`src/hw/rtl/pest_pkg.sv`:
```
// Shared types, constants and command decode for the escape sequence tokenizer.
package pest_pkg;

  localparam int TOKEN_BYTES_DEF = 32;

  localparam logic [7:0] ESC_CODE = 8'h1b;

  // Commands from the controller to the datapath.
  typedef struct packed {
    logic accept;
    logic decode;
    logic rd;
    logic put;
    logic put_last;
    logic single;
    logic post;
  } cmd_t;

  // Status from the datapath to the controller.
  typedef struct packed {
    logic dec_drain;
    logic dec_single;
    logic dec_post;
    logic drain_last;
    logic out_free;
  } status_t;

  // True when a class, group and command combination is followed by byte data.
  function automatic logic carries_data(input logic [7:0] c, input logic [7:0] g,
                                        input logic [7:0] k);
    logic r;
    r = 1'b0;
    case (c)
      "&": r = ((g inside {"a", "b", "n"}) && k == "W") || (g == "p" && k == "X");
      "(": r = (g inside {"f", "s"}) && k == "W";
      ")": r = g == "s" && k == "W";
      "*": begin
        if (g == "b") r = k == "V" || k == "W";
        else r = (g inside {"c", "g", "i", "l", "m", "o", "v"}) && k == "W";
      end
      default: r = 1'b0;
    endcase
    return r;
  endfunction

endpackage

```
`src/hw/rtl/pest_if.sv`:
```
// Valid/ready channel interfaces for the tokenizer's input and output items.
interface pest_in_if;
  logic       valid;
  logic       ready;
  logic [7:0] in_byte;
  logic       end_of_job;

  modport source (output valid, output in_byte, output end_of_job, input ready);
  modport sink (input valid, input in_byte, input end_of_job, output ready);
endinterface

interface pest_out_if;
  logic       valid;
  logic       ready;
  logic [7:0] out_byte;
  logic       chunk_end;
  logic       last;

  modport source (output valid, output out_byte, output chunk_end, output last, input ready);
  modport sink (input valid, input out_byte, input chunk_end, input last, output ready);
endinterface

```
`src/hw/rtl/pest_ram.sv`:
```
// Generic single-write, single-read RAM with registered read data.
module pest_ram #(
  parameter int WIDTH = 8,
  parameter int DEPTH = 32
) (
  input  logic                     clk,
  input  logic                     we,
  input  logic [$clog2(DEPTH)-1:0] waddr,
  input  logic [WIDTH-1:0]         wdata,
  input  logic                     re,
  input  logic [$clog2(DEPTH)-1:0] raddr,
  output logic [WIDTH-1:0]         rdata
);
  logic [WIDTH-1:0] mem [DEPTH];

  always_ff @(posedge clk) begin
    if (we) mem[waddr] <= wdata;
    if (re) rdata <= mem[raddr];
  end
endmodule

```
`src/hw/rtl/pest_dp.sv`:
```
// Tokenizer datapath: parse registers, byte decode, token buffer and output register.
module pest_dp #(
  parameter int TOKEN_BYTES = pest_pkg::TOKEN_BYTES_DEF
) (
  input  logic              clk,
  input  logic              rst,
  input  pest_pkg::cmd_t    cmd,
  output pest_pkg::status_t st,
  input  logic [7:0]        in_byte,
  input  logic              end_of_job,
  output logic              out_valid,
  input  logic              out_ready,
  output logic [7:0]        out_byte,
  output logic              chunk_end,
  output logic              last
);
  import pest_pkg::*;

  localparam int LEN_W  = $clog2(TOKEN_BYTES + 1);
  localparam int ADDR_W = $clog2(TOKEN_BYTES);
  localparam logic [LEN_W-1:0] TB_LEN = LEN_W'(TOKEN_BYTES);
  localparam logic [LEN_W-1:0] LEN_ONE = LEN_W'(1);

  localparam logic [2:0] P_IDLE        = 3'd0;
  localparam logic [2:0] P_ESC         = 3'd1;
  localparam logic [2:0] P_ESC_Q       = 3'd2;
  localparam logic [2:0] P_AFTER_CLASS = 3'd3;
  localparam logic [2:0] P_PARAM       = 3'd4;
  localparam logic [2:0] P_COMBINED    = 3'd5;

  localparam logic [7:0]  DC1_CODE    = 8'h11;
  localparam logic [22:0] PARAM_LIMIT = 23'd655350;

  typedef struct packed {
    logic [2:0]  pstate;
    logic [7:0]  cls;
    logic [7:0]  grp;
    logic        neg;
    logic [22:0] accum;
    logic        digit;
  } parse_t;

  parse_t           pr, pr_next;
  logic [LEN_W-1:0] len, len_next, len_inc, dlen, dlen_cand, idx;
  logic [22:0]      payload, payload_next;
  logic [7:0]       in_r;
  logic             eoj_r;
  logic             full, is_esc, is_param, is_upper, is_lower;
  logic             wr_first, drain, single, post;

  // Parameter byte effects.
  logic        np_neg, np_digit;
  logic [22:0] np_accum, accum_x10;
  logic [3:0]  digit_val;

  // Command end effects.
  logic [7:0]  g_eff, k_cmd;
  logic [22:0] ec_count;
  logic        ec_data, ec_fits, ec_combined;
  logic [LEN_W-1:0] room;

  logic [7:0]  rd_data;

  assign full     = (len == TB_LEN);
  assign len_inc  = len + LEN_ONE;
  assign is_esc   = (in_r == ESC_CODE);
  assign is_param = in_r inside {[8'h20:8'h3f]};
  assign is_upper = in_r inside {[8'h40:8'h5e]};
  assign is_lower = in_r inside {[8'h60:8'h7e]};

  assign digit_val = 4'(in_r - 8'h30);
  assign accum_x10 = {pr.accum[19:0], 3'b000} + {pr.accum[21:0], 1'b0};

  always_comb begin
    np_neg   = pr.neg;
    np_digit = pr.digit;
    np_accum = pr.accum;
    if (in_r inside {[8'h30:8'h39]}) begin
      np_digit = 1'b1;
      if (pr.accum <= PARAM_LIMIT) np_accum = accum_x10 + 23'(digit_val);
    end else if (!pr.digit && in_r == "-") begin
      np_neg = 1'b1;
    end else if (!pr.digit && in_r == "+") begin
      np_neg = 1'b0;
    end
  end

  assign g_eff       = (pr.pstate == P_AFTER_CLASS) ? 8'h00 : pr.grp;
  assign k_cmd       = is_lower ? in_r - 8'd32 : in_r;
  assign ec_count    = (pr.neg || !pr.digit) ? 23'd0 : pr.accum;
  assign ec_data     = carries_data(pr.cls, g_eff, k_cmd);
  assign ec_combined = is_lower && !ec_data;
  assign room        = TB_LEN - len_inc;
  assign ec_fits     = ec_data && ec_count != 23'd0 && ec_count <= 23'(room);

  // Decode of the held item; applied on the decode command.
  always_comb begin
    pr_next      = pr;
    len_next     = len;
    payload_next = payload;
    wr_first     = 1'b0;
    drain        = 1'b0;
    single       = 1'b0;
    post         = 1'b0;
    if (eoj_r) begin
      drain    = 1'b1;
      len_next = '0;
      pr_next  = '0;
    end else if (payload != 23'd0) begin
      payload_next = payload - 23'd1;
      if (len != '0) begin
        if (full) begin
          drain    = 1'b1;
          len_next = '0;
          pr_next  = '0;
          single   = 1'b1;
        end else begin
          wr_first = 1'b1;
          len_next = len_inc;
          if (payload == 23'd1 || len_inc == TB_LEN) begin
            drain    = 1'b1;
            len_next = '0;
            pr_next  = '0;
          end
        end
      end else begin
        single = 1'b1;
      end
    end else begin
      case (pr.pstate)
        P_ESC, P_AFTER_CLASS, P_PARAM, P_COMBINED: begin
          if (full) begin
            // The byte does not fit: flush, then treat it as an idle byte.
            drain    = 1'b1;
            len_next = '0;
            pr_next  = '0;
            if (is_esc) begin
              post           = 1'b1;
              pr_next.pstate = P_ESC;
            end else begin
              single = 1'b1;
            end
          end else begin
            wr_first = 1'b1;
            len_next = len_inc;
            if (is_esc) begin
              pr_next        = '0;
              pr_next.pstate = P_ESC;
            end else if (pr.pstate == P_ESC) begin
              if (in_r == "?") begin
                pr_next.pstate = P_ESC_Q;
              end else if (in_r inside {[8'h21:8'h2f]}) begin
                pr_next        = '0;
                pr_next.cls    = in_r;
                pr_next.pstate = P_AFTER_CLASS;
              end else begin
                drain    = 1'b1;
                len_next = '0;
                pr_next  = '0;
              end
            end else if (pr.pstate == P_AFTER_CLASS && is_lower) begin
              pr_next.grp    = in_r;
              pr_next.neg    = 1'b0;
              pr_next.accum  = '0;
              pr_next.digit  = 1'b0;
              pr_next.pstate = P_PARAM;
            end else if (is_param) begin
              pr_next.grp   = g_eff;
              pr_next.neg   = np_neg;
              pr_next.accum = np_accum;
              pr_next.digit = np_digit;
              if (pr.pstate == P_AFTER_CLASS) pr_next.pstate = P_PARAM;
            end else if (is_upper || is_lower) begin
              pr_next.grp   = g_eff;
              pr_next.neg   = 1'b0;
              pr_next.accum = '0;
              pr_next.digit = 1'b0;
              if (ec_fits) begin
                payload_next   = ec_count;
                pr_next.pstate = P_IDLE;
              end else begin
                drain    = 1'b1;
                len_next = '0;
                if (ec_data && ec_count != 23'd0) payload_next = ec_count;
                pr_next.pstate = ec_combined ? P_COMBINED : P_IDLE;
              end
            end else begin
              drain    = 1'b1;
              len_next = '0;
              pr_next  = '0;
            end
          end
        end
        P_ESC_Q: begin
          if (in_r == DC1_CODE) begin
            // ESC ? DC1 is dropped entirely.
            len_next = '0;
            pr_next  = '0;
          end else begin
            drain    = 1'b1;
            len_next = '0;
            pr_next  = '0;
            if (is_esc) begin
              post           = 1'b1;
              pr_next.pstate = P_ESC;
            end else begin
              single = 1'b1;
            end
          end
        end
        default: begin
          if (is_esc) begin
            if (full) begin
              drain          = 1'b1;
              len_next       = '0;
              pr_next        = '0;
              pr_next.pstate = P_ESC;
            end else begin
              wr_first       = 1'b1;
              len_next       = len_inc;
              pr_next.pstate = P_ESC;
            end
          end else begin
            single = 1'b1;
          end
        end
      endcase
    end
  end

  assign dlen_cand = wr_first ? len_inc : len;

  always_ff @(posedge clk) begin
    if (rst) begin
      pr      <= '0;
      len     <= '0;
      payload <= '0;
    end else if (cmd.decode) begin
      pr      <= pr_next;
      len     <= len_next;
      payload <= payload_next;
    end else if (cmd.post) begin
      len <= LEN_ONE;
    end
  end

  always_ff @(posedge clk) begin
    if (cmd.accept) begin
      in_r  <= in_byte;
      eoj_r <= end_of_job;
    end
    if (cmd.decode) begin
      dlen <= dlen_cand;
      idx  <= '0;
    end else if (cmd.put) begin
      idx <= idx + LEN_ONE;
    end
  end

  pest_ram #(
    .WIDTH (8),
    .DEPTH (TOKEN_BYTES)
  ) u_buf (
    .clk   (clk),
    .we    ((cmd.decode && wr_first) || cmd.post),
    .waddr (cmd.post ? ADDR_W'(0) : len[ADDR_W-1:0]),
    .wdata (cmd.post ? ESC_CODE : in_r),
    .re    (cmd.rd),
    .raddr (idx[ADDR_W-1:0]),
    .rdata (rd_data)
  );

  // Output register parts the drain from the downstream handshake.
  always_ff @(posedge clk) begin
    if (rst) begin
      out_valid <= 1'b0;
    end else if (cmd.put || cmd.single) begin
      out_valid <= 1'b1;
    end else if (out_ready) begin
      out_valid <= 1'b0;
    end
  end

  always_ff @(posedge clk) begin
    if (cmd.single) begin
      out_byte  <= in_r;
      chunk_end <= 1'b1;
      last      <= 1'b1;
    end else if (cmd.put) begin
      out_byte  <= rd_data;
      chunk_end <= st.drain_last;
      last      <= st.drain_last && cmd.put_last;
    end
  end

  assign st.dec_drain  = drain && (dlen_cand != '0);
  assign st.dec_single = single;
  assign st.dec_post   = post;
  assign st.drain_last = ((idx + LEN_ONE) == dlen);
  assign st.out_free   = !out_valid || out_ready;
endmodule

```
`src/hw/rtl/pest_ctrl.sv`:
```
// Tokenizer controller: sequences accept, decode, token drain, single-byte output and escape write-back.
module pest_ctrl (
  input  logic              clk,
  input  logic              rst,
  input  logic              in_valid,
  output logic              in_ready,
  input  pest_pkg::status_t st,
  output pest_pkg::cmd_t    cmd
);
  import pest_pkg::*;

  localparam logic [2:0] S_WAIT   = 3'd0;
  localparam logic [2:0] S_DECODE = 3'd1;
  localparam logic [2:0] S_READ   = 3'd2;
  localparam logic [2:0] S_PUT    = 3'd3;
  localparam logic [2:0] S_SINGLE = 3'd4;
  localparam logic [2:0] S_POST   = 3'd5;

  logic [2:0] state, state_next;
  logic       pend_single, pend_single_next;
  logic       pend_post, pend_post_next;

  always_comb begin
    cmd              = '0;
    state_next       = state;
    pend_single_next = pend_single;
    pend_post_next   = pend_post;
    in_ready         = 1'b0;
    case (state)
      S_WAIT: begin
        in_ready   = 1'b1;
        cmd.accept = in_valid;
        if (in_valid) state_next = S_DECODE;
      end
      S_DECODE: begin
        cmd.decode       = 1'b1;
        pend_single_next = st.dec_single;
        pend_post_next   = st.dec_post;
        if (st.dec_drain) begin
          state_next = S_READ;
        end else if (st.dec_single) begin
          // A lone byte goes straight to the output register when it is free.
          if (st.out_free) begin
            cmd.single = 1'b1;
            state_next = S_WAIT;
          end else begin
            state_next = S_SINGLE;
          end
        end else if (st.dec_post) begin
          state_next = S_POST;
        end else begin
          state_next = S_WAIT;
        end
      end
      S_READ: begin
        cmd.rd     = 1'b1;
        state_next = S_PUT;
      end
      S_PUT: begin
        if (st.out_free) begin
          cmd.put      = 1'b1;
          cmd.put_last = !pend_single;
          if (!st.drain_last) state_next = S_READ;
          else if (pend_single) state_next = S_SINGLE;
          else if (pend_post) state_next = S_POST;
          else state_next = S_WAIT;
        end
      end
      S_SINGLE: begin
        if (st.out_free) begin
          cmd.single = 1'b1;
          state_next = S_WAIT;
        end
      end
      S_POST: begin
        cmd.post   = 1'b1;
        state_next = S_WAIT;
      end
      default: state_next = S_WAIT;
    endcase
  end

  always_ff @(posedge clk) begin
    if (rst) begin
      state       <= S_WAIT;
      pend_single <= 1'b0;
      pend_post   <= 1'b0;
    end else begin
      state       <= state_next;
      pend_single <= pend_single_next;
      pend_post   <= pend_post_next;
    end
  end
endmodule

```
`src/hw/rtl/printer_escape_sequence_tokenizer.sv`:
```
// Top level of the printer escape sequence tokenizer.
// Takes one stream byte per input item and emits bytes grouped into chunks:
// plain bytes pass through as one-byte chunks, escape sequences are gathered
// in a TOKEN_BYTES-deep buffer RAM and emitted as one chunk when they end, and
// data-carrying commands take their byte payload into the same chunk when it
// fits. An item that only passes a byte through or only adds a byte to the
// buffer is accepted and then decoded. A token flush reads each buffered
// byte from the buffer RAM and then loads it into the output register; a
// byte that follows the flush is then loaded on its own, and a restarted
// escape is written back to the buffer. Output stalls stretch these steps;
// the output register lets a result wait while the next item is taken.
module printer_escape_sequence_tokenizer #(
  parameter int TOKEN_BYTES = pest_pkg::TOKEN_BYTES_DEF
) (
  input logic      clk,
  input logic      rst,
  pest_in_if.sink  stream,
  pest_out_if.source chunks
);
  import pest_pkg::*;

  cmd_t    cmd;
  status_t st;

  pest_ctrl u_ctrl (
    .clk      (clk),
    .rst      (rst),
    .in_valid (stream.valid),
    .in_ready (stream.ready),
    .st       (st),
    .cmd      (cmd)
  );

  pest_dp #(
    .TOKEN_BYTES (TOKEN_BYTES)
  ) u_dp (
    .clk        (clk),
    .rst        (rst),
    .cmd        (cmd),
    .st         (st),
    .in_byte    (stream.in_byte),
    .end_of_job (stream.end_of_job),
    .out_valid  (chunks.valid),
    .out_ready  (chunks.ready),
    .out_byte   (chunks.out_byte),
    .chunk_end  (chunks.chunk_end),
    .last       (chunks.last)
  );
endmodule

```
`src/flat_wrapper.sv`:
```
// flat-port wrapper written by rule: the top's interface ports become plain ports
module printer_escape_sequence_tokenizer_flat import pest_pkg::*;
#(
  parameter int TOKEN_BYTES = pest_pkg::TOKEN_BYTES_DEF
)
  (clk, rst, stream_valid, stream_in_byte, stream_end_of_job, stream_ready, chunks_valid, chunks_out_byte, chunks_chunk_end, chunks_last, chunks_ready);
  pest_in_if stream_i ();
  pest_out_if chunks_i ();
  input logic clk;
  input logic rst;
  input wire logic [$bits(stream_i.valid)-1:0] stream_valid;
  input wire logic [$bits(stream_i.in_byte)-1:0] stream_in_byte;
  input wire logic [$bits(stream_i.end_of_job)-1:0] stream_end_of_job;
  output wire logic [$bits(stream_i.ready)-1:0] stream_ready;
  output wire logic [$bits(chunks_i.valid)-1:0] chunks_valid;
  output wire logic [$bits(chunks_i.out_byte)-1:0] chunks_out_byte;
  output wire logic [$bits(chunks_i.chunk_end)-1:0] chunks_chunk_end;
  output wire logic [$bits(chunks_i.last)-1:0] chunks_last;
  input wire logic [$bits(chunks_i.ready)-1:0] chunks_ready;
  assign stream_i.valid = stream_valid;
  assign stream_i.in_byte = stream_in_byte;
  assign stream_i.end_of_job = stream_end_of_job;
  assign stream_ready = stream_i.ready;
  assign chunks_valid = chunks_i.valid;
  assign chunks_out_byte = chunks_i.out_byte;
  assign chunks_chunk_end = chunks_i.chunk_end;
  assign chunks_last = chunks_i.last;
  assign chunks_i.ready = chunks_ready;
  printer_escape_sequence_tokenizer #(.TOKEN_BYTES(TOKEN_BYTES)) u_core (.clk(clk), .rst(rst), .stream(stream_i), .chunks(chunks_i));
endmodule
```
`config.mk`:
```
export PLATFORM = sky130hd
export DESIGN_NAME = printer_escape_sequence_tokenizer_flat
export DESIGN_NICKNAME = d
export VERILOG_FILES = /design/src/hw/rtl/pest_pkg.sv /design/src/hw/rtl/pest_if.sv /design/src/hw/rtl/pest_ram.sv /design/src/hw/rtl/pest_dp.sv /design/src/hw/rtl/pest_ctrl.sv /design/src/hw/rtl/printer_escape_sequence_tokenizer.sv /design/src/flat_wrapper.sv
export SDC_FILE = /design/constraint.sdc
export NUM_CORES = 1
export LEC_CHECK = 0
export ABC_AREA = 1
export BUFFER_PORTS_ARGS = -buffer_cell sky130_fd_sc_hd__buf_2
export CELL_PAD_IN_SITES_DETAIL_PLACEMENT = 1
export CELL_PAD_IN_SITES_GLOBAL_PLACEMENT = 2
export CORE_ASPECT_RATIO = 1.1
export CORE_UTILIZATION = 37
export CTS_CLUSTER_SIZE = 16
export DETAILED_ROUTE_END_ITERATION = 8
export HOLD_SLACK_MARGIN = 0.1
export PLACE_DENSITY = 0.73
export SYNTH_ARGS = -nofsm -noshare
export SYNTH_HDL_FRONTEND = slang
export SYNTH_SLANG_ARGS = --single-unit
```
`constraint.sdc`:
```
create_clock -name clk -period 3.3 [get_ports clk]
set_input_delay 0.66 -clock clk [delete_from_list [all_inputs] [get_ports clk]]
set_output_delay 0.66 -clock clk [all_outputs]
set_load 0.02 [all_outputs]
```
==> results.txt, run 1 <==
The number of max-capacitance violations reported came out at 0. The clock-pin transition on the worst setup and hold timing paths came out at 70 ps. The sequential share of power is 41.8%. The share of flip-flops with an asynchronous set or reset after synthesis is 0%. The worst setup path is captured at a flip-flop. The setup path with the least slack is of type flip-flop to flip-flop. At the end of the flow, the number of nets in the layout was 2105. The reported leakage power is 8.21 nW. Final hold analysis gives a worst-case slack of approximately 260 ps. The total detailed-routing wirelength came out at 57500 microns.

The critical path goes through buf_6 > nand4_1 > nor2_2 > xor2_1 > inv_1 > xor2_1 > ha_1 > nand3_2 > nor3_2 > nand3b_1 > a21boi_2 > nand4_1 > nand2_1 > nand2_2 > nand3_2 > nand2_1 > nand2_1 > nand2_1 > nand2_2 > nand4_4 > nand2_4 > inv_8 > nand2_8. The number of cells after detailed placement is 2613. Row generation in the floorplan step produced 85 rows. The instance area after placement is 0.0200 sq mm. The clock passes through at most 3 buffers.

Counting buffers and inverters, the worst setup path is 23 cells deep. The initial antenna violation count was 2. The dominant synthesized flop cell is edfxtp_1. The library cell used as clock root buffer is clkbuf_16. At the worst endpoint, the arrival time is about 3700 ps.

In this run the critical register-to-register path is captured at u_core.u_dp.out_byte[6]. The final instance area came out at 0.0218 sq mm. The average via count per standard cell is between 5 and 6. The routability congestion estimate came out at 0.802. Detailed placement finished with a half-perimeter wire length of around 39000 microns. The average cell area after synthesis came out at 9.71 sq um. The distinct cell type count after synthesis came out at 63. The measured slew at the worst slew-check pin is 1190 ps.

The floorplan step set the die width to 215 microns. The capturing element of the worst setup path is u_core.u_dp.out_byte[6]. The post-route DRC violation count is 0. The H-tree depth came out at 2. The buffer and inverter count on the worst path came out at 3.

Setup repair after global routing could not meet its margin everywhere. The cell count of the worst reg-to-reg path is 23. The first detailed-routing pass ran for 4 iterations. The standard cell core area came out at 0.0490 sq mm. The non-filler instance count after layout is 2720. The routed length per instance is 21.1 microns. In this run the power spent charging and discharging nets is ~4.2 mW. The maximum operating frequency is between 0.2 and 0.3 GHz. The hold violation count in the final report came to 0.

The share of Yosys cell area claimed by the top area cell type is a little under half. The clock network fraction of total power came out at 35.0%. The final critical-path share of the clock period came out at 105%. The library cell appearing most often on the critical path is nand2_1.

In this run the worst setup path begins at u_core.u_dp.len[1]. The mapped netlist covers 0.0184 sq mm. The overall power consumption is 13.1 mW. The checks that failed: negative setup slack. The die height came out at 236 microns. The share of post-route cells with drive strength above 1 is 16.7%. The number of enable-type register cells in the synthesized netlist came out at approximately 290.

The final setup skew came out at between 15 and 20 ps. The internal power is 8.90 mW. TritonCTS built the clock tree. STA classifies the critical path startpoint as a flip-flop. Combinational logic burns between 20% and 30% of the power. The number of endpoints failing setup at the final stage is 19. The number of instances in the synthesized netlist is between 1.5k and 2k.

The number of hold-repair buffers added at the cts stage came out at 0. Summing the sequential cell areas from Yosys gives 56.2% of the chip area. The critical-path cell with the highest stage delay is dfxtp_4. The worst register-to-register path begins at u_core.u_dp.len[1]. The slack of the worst reg-to-reg path came out at -160 ps. The starting density of the core is approximately 38%. The kind of cell with the highest combined delay along the critical path is simple AND/OR/NAND/NOR gates.

The number of antenna-violating nets in the routed design came out at 0. The final-layout fill cell count came out at between 5k and 6k. At the later pin of the worst-skew pair, clock insertion delay measures about 580 ps. The worst min-delay path class is input pin to flip-flop. The total clock sinks came out at 374. The first global-routing pass estimated roughly 90000 microns of wire. The data required time at the worst endpoint is 3580 ps.

The number of global-route vias before repair is roughly 16k. The switching part of the total came out at 31.8%. For this run, the total global-route usage over all layers was measured as 22.9%. In this run, CTS created clock tree buffers numbering 41. Yosys printed 0 warnings. The delay of the slowest cell on the worst path is approximately 380 ps. The setup slack of the critical path after layout came out at -162 ps. The maximum number of pins on one net before global-route repair is 87. The overall die area is 0.0507 sq mm. The minimum clock period came out at 3460 ps. Leaving out fill and tap cells, the most frequent cell in the layout is edfxtp_1. The number of input and output port buffers inserted came out at 24. The number of max-slew violations in the final report was 0. Counting every net in the synthesized netlist gives slightly below 2k.

The I/O pin count came out at 25. The run finished, with violations left. In the layout the commonest cells are edfxtp_1 (287), nor2_1 (276), nand2_1 (205). The number of storage elements in the synthesis netlist is 374. The number of vias in the routed layout came out at 14.6k. The cell type with the highest aggregate area in the netlist is edfxtp_1. The DRC violation total after the first TritonRoute iteration came out at 794. Of all nets on the critical path, the largest fanout is 8. IR analysis of the VDD net gives a maximum drop of 0.000382 V.

The worst-case headroom to the max-slew limit is 20.8%. By area the synthesized netlist is led by edfxtp_1 (47%), dfxtp_1 (9.4%), nor2_1 (5.6%), o21ai_0 (5.4%), nand2_1 (4.3%). Compared with the post-synthesis result, the final layout area differs by 18.0%. The total power density per cell area came out at 600 mW/mm^2.

The residual overflow from global routing is 0.
[power by group through the flow]
stage                     Combinational (mW)  Clock (mW)  Sequential (mW)
after global routing                    3.36        4.81             5.49
after CTS                               3.04        4.67             5.47
final                                   3.03        4.57             5.46
after floorplan                         1.97           0             5.54
after global placement                  2.96           0             5.56
after detailed placement                3.00           0             5.56
[flip-flops by register name, indices dropped and copies added (netlist names)]
| name | flops |
|---|---|
| u_core.u_dp.u_buf.rdata | 8 |
| u_core.u_dp.eoj_r | 1 |
| u_core.u_dp.out_valid | 1 |
| u_core.u_ctrl.state | 3 |
| u_core.u_dp.pr | 44 |
| u_core.u_dp.payload | 23 |
| u_core.u_dp.chunk_end | 1 |
| u_core.u_ctrl.pend_post | 1 |
| u_core.u_dp.u_buf.mem | 256 |
| u_core.u_dp.in_r | 8 |
| u_core.u_dp.last | 1 |
| u_core.u_ctrl.pend_single | 1 |
| u_core.u_dp.idx | 6 |
| u_core.u_dp.len | 6 |
| u_core.u_dp.dlen | 6 |
| u_core.u_dp.out_byte | 8 |
[synth_stat cells (6+ instances only)]
cell type	number
nand2_2	18
ha_1	55
o221ai_1	52
nor4_1	11
a211oi_1	23
nor2_2	9
xor2_1	33
nor3_1	34
xnor2_1	14
nor2_4	6
buf_2	8
dfxtp_1	87
a31oi_1	26
o22ai_1	19
o21ai_0	198
nand3_1	91
edfxtp_1	287
inv_1	148
nand2_1	211
inv_2	14
nand4_1	19
o211ai_1	7
a32oi_1	8
nor2_1	277
clkbuf_1	70
a21oi_1	104
[how the worst min path moves through the flow]
| stage | start | slack, ps | cells after the start | end |
|---|---|---|---|---|
| floorplan | u_core.u_dp.pr[39] | 420 | 2 | u_core.u_dp.pr[39] |
| global placement | u_core.u_dp.pr[40] | 430 | 2 | u_core.u_dp.pr[40] |
| detailed placement | u_core.u_dp.pr[37] | 450 | 2 | u_core.u_dp.pr[37] |
| CTS | stream_in_byte[7] | 230 | 1 | u_core.u_dp.in_r[7] |
| global route | stream_in_byte[4] | 240 | 1 | u_core.u_dp.in_r[4] |
| finish | stream_in_byte[7] | 260 | 1 | u_core.u_dp.in_r[7] |
[cell families (layout without fill, tap and decap cells)]
group | Yosys count | after routing | share of synthesized area, %
and+or+nand+nor | 699 | 699 | 16.9
AOI/OAI and AO/OA | 472 | 472 | 15.5
DFF | 374 | 374 | 56.2
buffers and inverters | 250 | 418 | 5.27
adders and majority gates | 57 | 57 | 3.95
xor gates and xnor gates | 47 | 47 | 2.23
other | 0 | 1 | 0
[cell type report]
class                      instances  area, sq um  area share, %
antenna                            1         2.50         0.0115
sequential                       374        10400           47.7
timing repair buffer             179         1350           6.18
tap                              652          816           3.75
clock buffer                      52         1090           5.00
timing repair inverter             1         6.26         0.0287
clock inverter                    23          233           1.07
inverter                         163          626           2.87
multi-input combinational       1275         7270           33.4
[routing by layer]
metal / GRT usage [%] / part of all wire (%)
met5: 0 / 0.023
met4: 8.53 / 3.5
met3: 3.12 / 3.3
met2: 41.7 / 51
met1: 27.4 / 42
[what timing repair did]
item                                    4_1_cts  5_1_grt
gates cloned                                  1        0
endpoints found under the setup margin       24       65
pin swaps                                    10       18
gates resized for setup                      19       27
buffers inserted                             26        8
[stage by stage]
stage	setup WS (ps)	setup TNS, ps	util [%]
3_3_place_gp	-148	-1720	40.9
4_1_cts	0.401	0	44.1
3_5_place_dp	-282	-4230	40.9
6_report	-162	-2350	44.4
2_1_floorplan	16.9	0	-
5_1_grt	-338	-6510	44.4
Note: power is estimated with default switching activity, not from simulation.
==> run 2, diff against run 1 <==
- RECOVER_POWER: not set -> 100
==> run 2 against run 1 <==
Effect of this change: clock power about the same; sequential power about the same; total power down 0.12%; critical path type unchanged; critical path depth unchanged; the run still ends with negative setup slack left.
==> results.txt, run 2 (synthesis results as in run 1) <==
The post-route DRC violation count was 0 (unchanged). The number of cells after detailed placement came out at 2613 (unchanged). The total area of sequential cells is 0.0104 sq mm (unchanged).

Setup repair after global routing could not meet its margin everywhere. The total clock sinks is 374 (unchanged). The initial antenna violation count is 2 (unchanged).

The tree is rooted in a clkbuf_16. The number of core rows is 85 (unchanged). The maximum number of pins on one net before global-route repair was 87 (unchanged). The clock insertion delay at the later pin of the skew report came out at 580 ps (about the same). The residual overflow from global routing came out at 0 (unchanged). The switching part of the total is 31.8% (about the same). The final standard cell utilization of the core came out at 44.3% (-0.056 points). The clock network fraction of total power is 35.0% (about the same).

The critical-path cell with the highest stage delay is dfxtp_4. The first-pass iteration count of the detailed router was 4 (unchanged). The layout overhead on the synthesized area is 17.9%. The number of endpoints failing setup at the final stage came out at 19 (unchanged). The overall power consumption came out at 13.0 mW (-0.12%).

The instance area after placement is 0.0200 sq mm (unchanged). The final-layout fill cell count came out at 5527 (+0.16%). The net load switching power came out at 4.15 mW (-0.13%). The wire length of the first global-routing pass came out at 89800 microns (unchanged). The final-stage net count was 2105 (unchanged). The reported leakage power is 8.17 nW (-0.42%).

The buffer and inverter count on the worst path is 3 (unchanged). The worst setup path is captured at a flip-flop. The hold violation count in the final report came out at 0 (unchanged). The detailed placement HPWL is 38600 microns (unchanged). The proportion of power drawn by combinational gates is 23.1% (about the same). The largest fanout of any net on the critical path came to 8 (unchanged). Traced cell by cell, the critical path runs through buf_6 > nand4_1 > nor2_2 > xor2_1 > inv_1 > xor2_1 > ha_1 > nand3_2 > nor3_2 > nand3b_1 > a21boi_2 > nand4_1 > nand2_1 > nand2_2 > nand3_2 > nand2_1 > nand2_1 > nand2_1 > nand2_2 > nand4_4 > nand2_4 > inv_8 > nand2_8.

The setup slack of the critical path after layout came out at -162 ps (+0.332 ps). The total CTS buffers is 41 (unchanged). The routed length per instance came out at 21.1 microns (about the same). The data required time at the worst endpoint is 3580 ps (about the same).

The number of hold-repair buffers added at the cts stage came out at 0 (unchanged). The critical path is of the flip-flop to flip-flop type. The maximum ir drop on the vdd rail is 0.000382 V (about the same). The met2 demand-to-capacity share in global routing came out at 41.7% (unchanged). The I/O pin count is 25 (unchanged). The number of max-capacitance violations reported came out at 0 (unchanged). The internal power came out at 8.89 mW (-0.11%). The standard cell core area came out at 0.0490 sq mm (unchanged). The total detailed-routing wirelength came to 57500 microns (about the same). The sequential share of power came out at 41.9% (about the same). The number of buffers on the longest clock path came out at 3 (unchanged). The routability congestion estimate came out at 0.802 (unchanged). The number of input and output port buffers inserted came to 24 (unchanged). The global routing stage identified its most utilized layer as met2. The largest registers in the layout are u_core.u_dp.u_buf.mem (256), u_core.u_dp.pr (44), u_core.u_dp.payload (23). The H-tree depth is 2 (unchanged).

The final instance area came out at 0.0217 sq mm (-0.13%). The worst slack at placement came out at -282 ps (unchanged). The maximum operating frequency came to 0.289 GHz (about the same).

The data arrival time at the worst-slack endpoint is 3740 ps (about the same). The minimum clock period is 3460 ps (-0.332 ps). The global-route track usage on met3 is 3.12% (unchanged). Counting stages on the worst path, the most repeated cell is nand2_1. STA classifies the critical path startpoint as a flip-flop. The starting density of the core came out at 37.6% (unchanged). The non-filler instance count after layout was 2720 (unchanged). The total power density per cell area was 600 mW/mm^2 (about the same).

The clock-pin transition on the worst setup and hold timing paths is 70 ps (about the same). The run finished, with violations left. The average via count per standard cell is 5.37 (about the same). The DRC violation total after the first TritonRoute iteration came to 817 (+2.9%). The total routing usage reported by global routing came out at 22.9% (unchanged). The number of global-route vias before repair is 15.5k (unchanged). The number of max-slew violations in the final report came out at 0 (unchanged). The path class of the tightest hold or removal check is input pin to flip-flop. The global routing usage on met1 was 27.4% (unchanged).

The library cell used most frequently in the layout, excluding fill and tap cells, is edfxtp_1. The number of flip-flops under the largest register name is 256 (unchanged). The number of antenna-violating nets in the routed design came to 0 (unchanged). The worst-case headroom to the max-slew limit came out at 20.3% (-0.55 points). The checks that failed: negative setup slack. The overall die area is 0.0507 sq mm (unchanged). The die height came out at 236 microns (unchanged). The share of post-route cells with drive strength above 1 came to 16.1% (-0.63 points). In the layout the commonest cells are edfxtp_1 (287), nor2_1 (276), nand2_1 (206). The family with the most delay on the worst path is simple AND/OR/NAND/NOR gates. The number of vias in the routed layout is 14.6k (+0.089%).

TritonCTS built the clock tree. The overall die width is 215 microns (unchanged). The final critical-path share of the clock period is 105% (about the same). The delay of the slowest cell on the worst path is 380 ps (about the same). The measured slew at the worst slew-check pin came to 1190 ps (+8.27 ps). The register with the most flip-flops in the final layout is u_core.u_dp.u_buf.mem. The final setup skew was 16.5 ps (+0.210 ps). The area of the multi-input gates is 0.00727 sq mm (about the same).
## run 2: per-stage QoR
stage / hold slack, ps / TNS (ps)
after floorplan: 423 / 0
after global placement: 431 / -1720
after detailed placement: 446 / -4230
after CTS: 228 / 0
after global routing: 239 / -13960
final: 262 / -2330
## run 2: path summary, 6_finish.rpt
| path | from | cells past startpoint | to | slack (ps) |
|---|---|---|---|---|
| worst max-delay path | u_core.u_dp.len[1] | 23 | u_core.u_dp.out_byte[6] | -160 |
| worst min-delay path | stream_in_byte[7] | 1 | u_core.u_dp.in_r[7] | 260 |
| worst max register to register | u_core.u_dp.len[1] | 23 | u_core.u_dp.out_byte[6] | -160 |
| worst min register to register | u_core.u_dp.pr[37] | 2 | u_core.u_dp.pr[37] | 450 |
## run 2: power by group through the flow
stage	Sequential, mW	Combinational [mW]	Clock, mW
2_1_floorplan	5.54	1.97	0
3_3_place_gp	5.56	2.96	0
3_5_place_dp	5.56	3.00	0
4_1_cts	5.47	3.04	4.67
5_1_grt	5.49	3.35	4.81
6_report	5.47	3.01	4.56
## run 2: cell type report
| type | instances | area share, % |
|---|---|---|
| diodes | 1 | 0.0115 |
| clock buffers | 52 | 5.00 |
| clock inverters | 23 | 1.07 |
| inverters | 163 | 2.88 |
| multi-input cells | 1275 | 33.4 |
| flip-flops and latches | 374 | 47.7 |
| well taps | 652 | 3.75 |
| repair buffers | 179 | 6.07 |
| repair inverters | 1 | 0.0288 |
## run 2: repair_timing
item,CTS,global route
endpoints found under the setup margin,24,65
gates cloned,1,0
hold endpoints to repair,0,0
resized for setup,19,27
buffers inserted,26,8
pin swaps,10,18
## run 2: per-layer routing
layer  vias to the layer above  wire [microns]
met3                        99            1910
met4                         2            2010
met5                         -              13
met2                       219           29600
met1                      7266           24000
li1                       7030               -
